`config.mk`:
```
export PLATFORM = sky130hd
export DESIGN_NAME = scaled_decimal_compare_core
export DESIGN_NICKNAME = d
export VERILOG_FILES = /design/src/design/sdc_pkg.sv /design/src/design/sdc_align_dp.sv /design/src/design/scaled_decimal_compare_core.sv
export SDC_FILE = /design/constraint.sdc
export NUM_CORES = 2
export LEC_CHECK = 0
export ABC_CLOCK_PERIOD_IN_PS = 7500
export BUFFER_PORTS_ARGS = -buffer_cell sky130_fd_sc_hd__clkbuf_2
export CORE_ASPECT_RATIO = 0.5
export CORE_MARGIN = 5
export CORE_UTILIZATION = 35
export DETAILED_ROUTE_END_ITERATION = 12
export GPL_ROUTABILITY_DRIVEN = 0
export SYNTH_ARGS = -nofsm -noshare
export SYNTH_HDL_FRONTEND = slang
export SYNTH_SLANG_ARGS = --single-unit
```
`constraint.sdc`:
```
create_clock -name clk -period 7.5 [get_ports clk]
set_clock_uncertainty 0.05 [all_clocks]
set_input_delay 1.5 -clock clk [delete_from_list [all_inputs] [get_ports clk]]
set_output_delay 1.5 -clock clk [all_outputs]
set_load 0.01 [all_outputs]
```
`src/design/sdc_pkg.sv`:
```
// Shared types and constants for the scaled decimal compare block.
// Used by the alignment datapath and the top-level sequencer; no dependencies.

package sdc_pkg;

    localparam int MANT_LOW_BITS  = 64;
    localparam int MANT_HIGH_BITS = 32;
    localparam int MANT_BITS      = MANT_LOW_BITS + MANT_HIGH_BITS;
    localparam int SCALE_BITS     = 5;

    typedef enum logic [1:0]
    {
        ST_IDLE,
        ST_ALIGN,
        ST_FINISH
    } state_t;

    typedef enum logic [1:0]
    {
        ORDER_LESS    = 2'd0,
        ORDER_EQUAL   = 2'd1,
        ORDER_GREATER = 2'd2
    } order_t;

    // Commands from the sequencer to the datapath.
    typedef struct packed
    {
        logic load;
        logic step;
    } dp_ctrl_t;

    // Status from the datapath back to the sequencer.
    typedef struct packed
    {
        logic aligned;
        logic a_neg;
        logic b_neg;
        logic mag_lt;
        logic mag_eq;
    } dp_status_t;

endpackage

```
`src/design/sdc_align_dp.sv`:
```
// Operand registers, shared multiply-by-ten unit and magnitude compare.
// Depends on sdc_pkg for the control and status structs and field widths.

module sdc_align_dp #(
    parameter int WIDE_BITS = 224
) (
    input  logic                                    clk,
    input  sdc_pkg::dp_ctrl_t                       ctrl,
    input  logic [sdc_pkg::MANT_LOW_BITS-1:0]       a_mant_low,
    input  logic [sdc_pkg::MANT_HIGH_BITS-1:0]      a_mant_high,
    input  logic [sdc_pkg::SCALE_BITS-1:0]          a_scale,
    input  logic                                    a_negative,
    input  logic [sdc_pkg::MANT_LOW_BITS-1:0]       b_mant_low,
    input  logic [sdc_pkg::MANT_HIGH_BITS-1:0]      b_mant_high,
    input  logic [sdc_pkg::SCALE_BITS-1:0]          b_scale,
    input  logic                                    b_negative,
    output sdc_pkg::dp_status_t                     status
);

    localparam int PAD_BITS = WIDE_BITS - sdc_pkg::MANT_BITS;

    logic [WIDE_BITS-1:0]             a_reg, a_next;
    logic [WIDE_BITS-1:0]             b_reg, b_next;
    logic [sdc_pkg::SCALE_BITS-1:0]   sa_reg, sa_next;
    logic [sdc_pkg::SCALE_BITS-1:0]   sb_reg, sb_next;
    logic                             na_reg, na_next;
    logic                             nb_reg, nb_next;

    logic                             pick_a;
    logic [WIDE_BITS-1:0]             mul_in;
    logic [WIDE_BITS-1:0]             mul_out;

    // The operand with the smaller scale is the one that gets scaled up.
    assign pick_a  = (sa_reg < sb_reg);
    assign mul_in  = pick_a ? a_reg : b_reg;
    // x*10 = x*2 + x*8, wrapping at the register width.
    assign mul_out = {mul_in[WIDE_BITS-2:0], 1'b0} + {mul_in[WIDE_BITS-4:0], 3'b000};

    always_comb
    begin
        a_next  = a_reg;
        b_next  = b_reg;
        sa_next = sa_reg;
        sb_next = sb_reg;
        na_next = na_reg;
        nb_next = nb_reg;
        if (ctrl.load)
        begin
            a_next  = {{PAD_BITS{1'b0}}, a_mant_high, a_mant_low};
            b_next  = {{PAD_BITS{1'b0}}, b_mant_high, b_mant_low};
            sa_next = a_scale;
            sb_next = b_scale;
            na_next = a_negative;
            nb_next = b_negative;
        end
        else if (ctrl.step)
        begin
            if (pick_a)
            begin
                a_next  = mul_out;
                sa_next = sa_reg + 1'b1;
            end
            else
            begin
                b_next  = mul_out;
                sb_next = sb_reg + 1'b1;
            end
        end
    end

    always_ff @(posedge clk)
    begin
        a_reg  <= a_next;
        b_reg  <= b_next;
        sa_reg <= sa_next;
        sb_reg <= sb_next;
        na_reg <= na_next;
        nb_reg <= nb_next;
    end

    // A zero magnitude counts as non-negative, whatever its sign bit.
    assign status.aligned = (sa_reg == sb_reg);
    assign status.a_neg   = na_reg && (|a_reg);
    assign status.b_neg   = nb_reg && (|b_reg);
    assign status.mag_lt  = (a_reg < b_reg);
    assign status.mag_eq  = (a_reg == b_reg);

endmodule

```
`src/design/scaled_decimal_compare_core.sv`:
```
// Top level of the scaled decimal compare block: sequencer and result register.
// Depends on sdc_pkg and instantiates sdc_align_dp.
//
// Orders two scaled decimals (96-bit mantissa, power-of-ten scale, sign) and
// returns less, equal or greater, with negative zero equal to positive zero.
// One transfer runs from acceptance through loading, the alignment steps and
// the finishing state to the result being offered, and it waits longer while
// the previous result is still held in the result register. The alignment is
// done by the single shared multiply-by-ten adder, which scales up the operand
// with the smaller scale by one decade per cycle. The input is stalled while an
// item is being worked on and is free again in the same cycle that the result
// is offered; a finished result waits in its own register, so a new item can be
// accepted while the previous result has not yet been taken.

module scaled_decimal_compare_core #(
    parameter int WIDE_BITS = 224
) (
    input  logic                                    clk,
    input  logic                                    rst_n,
    input  logic                                    in_valid,
    output logic                                    in_stall,
    input  logic [sdc_pkg::MANT_LOW_BITS-1:0]       a_mant_low,
    input  logic [sdc_pkg::MANT_HIGH_BITS-1:0]      a_mant_high,
    input  logic [sdc_pkg::SCALE_BITS-1:0]          a_scale,
    input  logic                                    a_negative,
    input  logic [sdc_pkg::MANT_LOW_BITS-1:0]       b_mant_low,
    input  logic [sdc_pkg::MANT_HIGH_BITS-1:0]      b_mant_high,
    input  logic [sdc_pkg::SCALE_BITS-1:0]          b_scale,
    input  logic                                    b_negative,
    output logic                                    out_valid,
    input  logic                                    out_stall,
    output logic [1:0]                              order
);

    sdc_pkg::state_t     state_reg, state_next;
    sdc_pkg::dp_ctrl_t   dp_ctrl;
    sdc_pkg::dp_status_t dp_status;
    sdc_pkg::order_t     order_reg, order_next;
    sdc_pkg::order_t     order_calc;
    logic                out_valid_reg, out_valid_next;
    logic                in_accept;
    logic                out_free;
    logic                finish;

    sdc_align_dp #(
        .WIDE_BITS (WIDE_BITS)
    ) u_align_dp (
        .clk         (clk),
        .ctrl        (dp_ctrl),
        .a_mant_low  (a_mant_low),
        .a_mant_high (a_mant_high),
        .a_scale     (a_scale),
        .a_negative  (a_negative),
        .b_mant_low  (b_mant_low),
        .b_mant_high (b_mant_high),
        .b_scale     (b_scale),
        .b_negative  (b_negative),
        .status      (dp_status)
    );

    assign in_accept = in_valid && !in_stall;
    assign out_free  = !out_valid_reg || !out_stall;
    assign finish    = (state_reg == sdc_pkg::ST_FINISH) && out_free;

    // Next state.
    always_comb
    begin
        state_next = state_reg;
        unique case (state_reg)
            sdc_pkg::ST_IDLE:
            begin
                if (in_valid)
                begin
                    state_next = sdc_pkg::ST_ALIGN;
                end
            end
            sdc_pkg::ST_ALIGN:
            begin
                if (dp_status.aligned)
                begin
                    state_next = sdc_pkg::ST_FINISH;
                end
            end
            sdc_pkg::ST_FINISH:
            begin
                if (out_free)
                begin
                    state_next = sdc_pkg::ST_IDLE;
                end
            end
            default:
            begin
                state_next = sdc_pkg::ST_IDLE;
            end
        endcase
    end

    // Sequencer outputs.
    always_comb
    begin
        in_stall     = 1'b1;
        dp_ctrl.load = 1'b0;
        dp_ctrl.step = 1'b0;
        unique case (state_reg)
            sdc_pkg::ST_IDLE:
            begin
                in_stall     = 1'b0;
                dp_ctrl.load = in_valid;
            end
            sdc_pkg::ST_ALIGN:
            begin
                dp_ctrl.step = !dp_status.aligned;
            end
            sdc_pkg::ST_FINISH:
            begin
                in_stall = 1'b1;
            end
            default:
            begin
                in_stall = 1'b1;
            end
        endcase
    end

    // Differing signs decide at once; otherwise the magnitude order decides,
    // reversed when both operands are negative.
    always_comb
    begin
        if (dp_status.a_neg != dp_status.b_neg)
        begin
            order_calc = dp_status.a_neg ? sdc_pkg::ORDER_LESS : sdc_pkg::ORDER_GREATER;
        end
        else if (dp_status.mag_eq)
        begin
            order_calc = sdc_pkg::ORDER_EQUAL;
        end
        else if (dp_status.mag_lt ^ dp_status.a_neg)
        begin
            order_calc = sdc_pkg::ORDER_LESS;
        end
        else
        begin
            order_calc = sdc_pkg::ORDER_GREATER;
        end
    end

    always_comb
    begin
        order_next     = order_reg;
        out_valid_next = out_valid_reg;
        if (finish)
        begin
            order_next     = order_calc;
            out_valid_next = 1'b1;
        end
        else if (!out_stall)
        begin
            out_valid_next = 1'b0;
        end
    end

    always_ff @(posedge clk or negedge rst_n)
    begin
        if (!rst_n)
        begin
            state_reg     <= sdc_pkg::ST_IDLE;
            out_valid_reg <= 1'b0;
        end
        else
        begin
            state_reg     <= state_next;
            out_valid_reg <= out_valid_next;
        end
    end

    always_ff @(posedge clk)
    begin
        order_reg <= order_next;
    end

    assign out_valid = out_valid_reg;
    assign order     = order_reg;

    // An accepted transfer always starts the alignment.
    a_accept_starts: assert property (@(posedge clk) disable iff (!rst_n)
        in_accept |=> (state_reg == sdc_pkg::ST_ALIGN))
    else $error("accepted item did not start alignment");

    // The scales must still match when the result is formed.
    a_finish_aligned: assert property (@(posedge clk) disable iff (!rst_n)
        (state_reg == sdc_pkg::ST_FINISH) |-> dp_status.aligned)
    else $error("result formed on unaligned operands");

    // A new result only appears straight out of the finishing state.
    a_result_source: assert property (@(posedge clk) disable iff (!rst_n)
        $rose(out_valid_reg) |-> $past(state_reg == sdc_pkg::ST_FINISH))
    else $error("result offered without a finished item");

endmodule
```
# ---- Word level (Yosys, flattened, before mapping)
# Index checks and enable logic that the tools add are counted.
dict set report totals {
  regBits 465
  in_bits 208
  out_inout_bits 4
  elab_cells 71
}
dict set report op_classes {
  addsub 3
  n_lt_le_gt_ge 2
  eq_ne 10
  mux 26
  n_bitwise 2
  n_reduce_logical 17
}
# op n
set ops {}
lappend ops {{$mux W96} 6}
lappend ops {{$reduce_or A224 Y1} 2}
lappend ops {{$add A224 B224 Y224} 1}
lappend ops {{$eq A224 B224 Y1} 1}
lappend ops {{$lt A224 B224 Y1} 1}
lappend ops {{$mux W223} 1}
lappend ops {{$mux W5} 6}
lappend ops {{$mux W2} 7}
lappend ops {{$add A5 B1 Y5 const B} 2}
lappend ops {{$ne A2 B2 Y1 const B} 4}
lappend ops {{$reduce_and A2 Y1} 4}
lappend ops {{$pmux W2 S3} 1}
lappend ops {{$eq A5 B5 Y1} 1}
lappend ops {{$lt A5 B5 Y1} 1}
lappend ops {{$mux W1} 5}
lappend ops {{$reduce_bool A2 Y1} 2}
lappend ops {{$logic_and A1 B1 Y1} 3}
lappend ops {{$logic_not A1 Y1} 3}
lappend ops {{$reduce_and A3 Y1} 1}
lappend ops {{$eq A2 B1 Y1 const B} 1}
lappend ops {{$eq A2 B2 Y1 const B} 1}
lappend ops {{$logic_not A2 Y1} 1}
lappend ops {{$ne A2 B1 Y1 const B} 1}
lappend ops {{$logic_or A1 B1 Y1} 1}
lappend ops {{other kinds (3)} 3}

# ---- Longest topological paths before layout
dict set report logic_depth {
  word_depth 6
  mapped_depth 34
  depth_no_buf 24
}

# ---- Cells and area by module
# Synthesis repeated with hierarchy kept, for this count alone.
dict set report unflattened {
  hier_cells 5773
  area_unflattened_um2 44931.8
}
# module instances cells_per_inst area_per_inst_um2 seq_area_each_um2
set by_module_without_submodules {}
lappend by_module_without_submodules {sdc_align_dp 1 5750 44676.6 11250.8}
lappend by_module_without_submodules {scaled_decimal_compare_core 1 23 255.2 135.1}

# ---- Worst setup path before layout
# Ideal clock, no wire load.
dict set report synth_timing {
  path_type {register -> register}
  from {register u_align_dp.sb_reg[2] (netlist name)}
  to {register u_align_dp.b_reg[223]}
  setup_time_ps 278
  arrival_time_ps 7151
  t_required_ps 7172
  setup_slack_ps 21
  stages_incl_launch_ff 35
  cell_sequence {edfxtp_1 -> inv_1 -> ha_1 -> a211oi_2 -> o221a_1 -> buf_4 -> buf_6 -> buf_8 -> buf_6 -> buf_6 -> buf_4 -> clkbuf_1 -> clkbuf_1 -> clkbuf_1 -> clkbuf_1 -> nand2_1 -> o21ai_0 -> ha_1 -> fa_1 -> a21oi_1 -> o221a_2 -> a2111o_1 -> a21o_1 -> a2111o_1 -> a211oi_1 -> o21ai_1 -> a211oi_1 -> o311ai_1 -> o21a_1 -> o21ai_2 -> a41oi_1 -> o21ai_1 -> a21oi_1 -> xor2_1 -> o22ai_1}
}
dict set report synth_between {
  elab_chain_cells 4
  word_cells_on_any_way 8
}
# item line_no
set synth_rtl {}
lappend synth_rtl {{start: declaration} sdc_align_dp.sv:25} ;# logic [sdc_pkg::SCALE_BITS-1:0] sb_reg, sb_next;
lappend synth_rtl {{start signal: assignment} sdc_align_dp.sv:76} ;# sb_reg <= sb_next;
lappend synth_rtl {{parallel branches: the longest is 4 deep, another holds $add A224 B224 Y224} n/a}
lappend synth_rtl {{end signal: assignment} sdc_align_dp.sv:74} ;# b_reg <= b_next;
lappend synth_rtl {{end: declaration} sdc_align_dp.sv:23} ;# logic [WIDE_BITS-1:0] b_reg, b_next;
# Several ways; the timed one is not identified.
# A chain may end at the register's enable or synchronous reset.

# ---- Final worst setup path
dict set report layout_timing {
  from {register u_align_dp.sa_reg[2] (netlist name)}
  to {register u_align_dp.b_reg[213]}
}
dict set report layout_between {
  elab_chain_cells 4
  word_cells_on_any_way 8
}
# item line_no
set layout_rtl {}
lappend layout_rtl {{start: declaration} sdc_align_dp.sv:24} ;# logic [sdc_pkg::SCALE_BITS-1:0] sa_reg, sa_next;
lappend layout_rtl {{start signal: assignment} sdc_align_dp.sv:75} ;# sa_reg <= sa_next;
lappend layout_rtl {{parallel branches: the longest is 4 deep, another holds $add A224 B224 Y224} n/a}
# Several ways; the timed one is not identified.

==> reports/qor.txt <==
startpoint types - flip-flop
average wire per standard cell - 24.1 um
final instance area - 0.0498 mm^2
CTS tree - yes
CP peak stage delay - 0.50 ns
Worst Setup End Kind - flip-flop
Seq/Total Area, Yosys - 0.253
fin crit share - 0.973
critical path, cell by cell - ha_1, nand4_1, o221a_4, nand2_1, o21ai_0, ha_1, fa_1, a21oi_1, o22ai_1, o31ai_1, o41a_1, o41a_1, o22ai_1, buf_4, a32oi_1, nand4b_1, a31o_2, a21oi_1, o21ai_0, nor2_1, and3_1, a21oi_1, xnor2_1, o22ai_1
DRC - 0
RR Endpoint - u_align_dp.b_reg[213]
actual slew at the worst max-slew pin - 1.34 ns
Distinct cells, synth - 102
Max Cap Viol - 0
CTS sink cnt - 465
Synth async-reset ratio - 0.00645
Post-Syn Instances - 5983
Clock Tree Root - clkbuf_16
initial drt markers - 5322
gr ovfl total - 0
Worst Hold Endpoint - u_align_dp.b_reg[160]
Reg2Reg Setup Slack - 0.20 ns
worst hold path depth - 2
GRT Overall Usage - 0.263
I/O pins - 212
GR Util met2 - 0.400
Net Count, Synth - 6636
largest net degree at the start of global routing - 147
Mapped Area - 0.0450 mm^2
Setup CP Type - flip-flop to flip-flop
routed vias/inst - 5.96
status - completed
TritonRoute pass-1 iters - 6
clk_lat worst skew - 0.67 ns
CP max FO - 16
Starting Density - 0.351
final hold violation count - 0
Synth area leader - edfxtp_1
Critical-path top delay cell - o221a_4
endpoints failing setup - 0
Synth Register Bits - 465
Detail Placement HPWL - 152 mm
layout net count - 6726
Die Wd - 517 um
Die Area - 0.136 mm^2
PortBufs - 211
number of synthesized flops with an enable pin - 206
Chip Height - 264 um
share of layout cells above drive strength 1 - 0.0878
reg2reg path depth - 24
most common cell in the netlist - nand2_1
H-tree lvl count - 2
Main synth FF type - dfxtp_1
WHS - 0.431 ns
floorplan row count - 93
first-pass GRT wire length - 276 mm
Synth area leaders - edfxtp_1 (14%), ha_1 (12%), dfxtp_1 (11%), nand2_1 (7.3%), o21ai_0 (7.0%)
GR Util met1 - 0.350
Core Area - 0.128 mm^2
Synth top area share - 0.137
Pins Over Slew Limit - 0
grt met3 use - 0.0618
RSZ-0062 raised after global routing - no
via count - 46700
Area after DPL - 0.0480 mm^2
vias in the first global route - 43300
Antenna Nets Post-Route - 0
area growth from synthesis to layout - 10.6%
WL final - 189 mm
hold crit path type - flip-flop to flip-flop
Commonest cells post-synth - nand2_1 (882), o21ai_0 (632), a21oi_1 (498)
required time worst endpoint - 7.96 ns
post-layout util - 0.389
initial antenna violation count - 12
Tmin final - 7.30 ns
CP arrival - 7.76 ns
top achievable clock speed - 137 MHz
Clk pin slew, worst setup/hold paths - 0.07 ns
worst r2r src - u_align_dp.sa_reg[2]
grt peak-use layer - met2
synth warn - 0
relative slew slack - 0.0998
HP Start - u_align_dp.b_reg[160]
CTS buffer count - 51
Post-CTS Hold Fix Bufs - 0
CTS Buffer Depth - 3
syn avg cell area - 7.53 um^2
cells by family after synthesis:
logic type | share of synthesized area
simple gates | 0.227
compound gates | 0.248
buf+inv | 0.0573
flops | 0.253
fa+ha+maj | 0.124
xor+xnor | 0.0595
mux | 0.0311
critical path: cells and delay by family, from the launching register on:
family,cells,cell delay (ns)
AOI/OAI and AO/OA,14,3.93
and+or+nand+nor,5,1.23
xor gates and xnor gates,1,0.19
DFF,1,0.44
buffers and inverters,1,0.21
adders and majority gates,3,1.10
worst max path at each step:
| stage | startpoint | end | depth (start not counted) |
|---|---|---|---|
| after floorplan | u_align_dp.sb_reg[2] | u_align_dp.b_reg[223] | 34 |
| after global placement | u_align_dp.sa_reg[3] | u_align_dp.a_reg[211] | 23 |
| after detailed placement | u_align_dp.sa_reg[3] | u_align_dp.a_reg[179] | 22 |
| after CTS | u_align_dp.sa_reg[3] | u_align_dp.b_reg[179] | 23 |
| after global routing | u_align_dp.sb_reg[2] | u_align_dp.b_reg[210] | 27 |
| final | u_align_dp.sa_reg[2] | u_align_dp.b_reg[213] | 24 |
layout make-up:
cell class                 instances  area, um^2
antenna                            3        7.51
clock buffer                      67        1400
clock inverter                    27         236
fill                           13500       78400
inverter                         374        1420
multi-input combinational       4860       31300
sequential                       465       11400
tap                             1710        2140
timing repair buffer             321        1960
layer usage:
layer	vias up	part of all wire
li1	21900	-
met1	21900	0.42
met2	2322	0.42
met3	503	0.10
met4	16	0.059
met5	-	0.00061
timing repair:
item,in CTS,in global routing
setup endpoints to repair,4,88
setup buffers,0,3
gates resized for setup,2,20
gates cloned,0,2
pin swaps,0,3
per-stage QoR:
step / std cells / setup WS (ns) / TNS (ns)
final: 7827 / 0.200 / 0
after global routing: 7825 / 0.00851 / 0
after CTS: 7819 / 0.0818 / 0
after detailed placement: 7725 / -0.0113 / -0.0243
after global placement: 7725 / -0.0599 / -0.118
after floorplan: 5983 / 0.0205 / 0
cells in the final DEF, fill, tap and decap left out, drive strengths merged, types with 103 or more instances in the layout:
master | synthesis | routed
a21o | 147 | 147
a21oi | 498 | 498
buf | 38 | 109
clkbuf | 247 | 279
dfxtp | 256 | 256
edfxtp | 206 | 206
ha | 444 | 444
inv | 374 | 382
mux2i | 113 | 113
nand2 | 882 | 882
nand3 | 187 | 187
nand4 | 179 | 179
nor2 | 306 | 306
nor4 | 146 | 146
o21ai | 655 | 655
xnor2 | 203 | 203
xor2 | 103 | 103
Power is left out: the tool's default activity adds up to more than one toggle a clock period on the data nets, which glitch-free logic cannot reach.
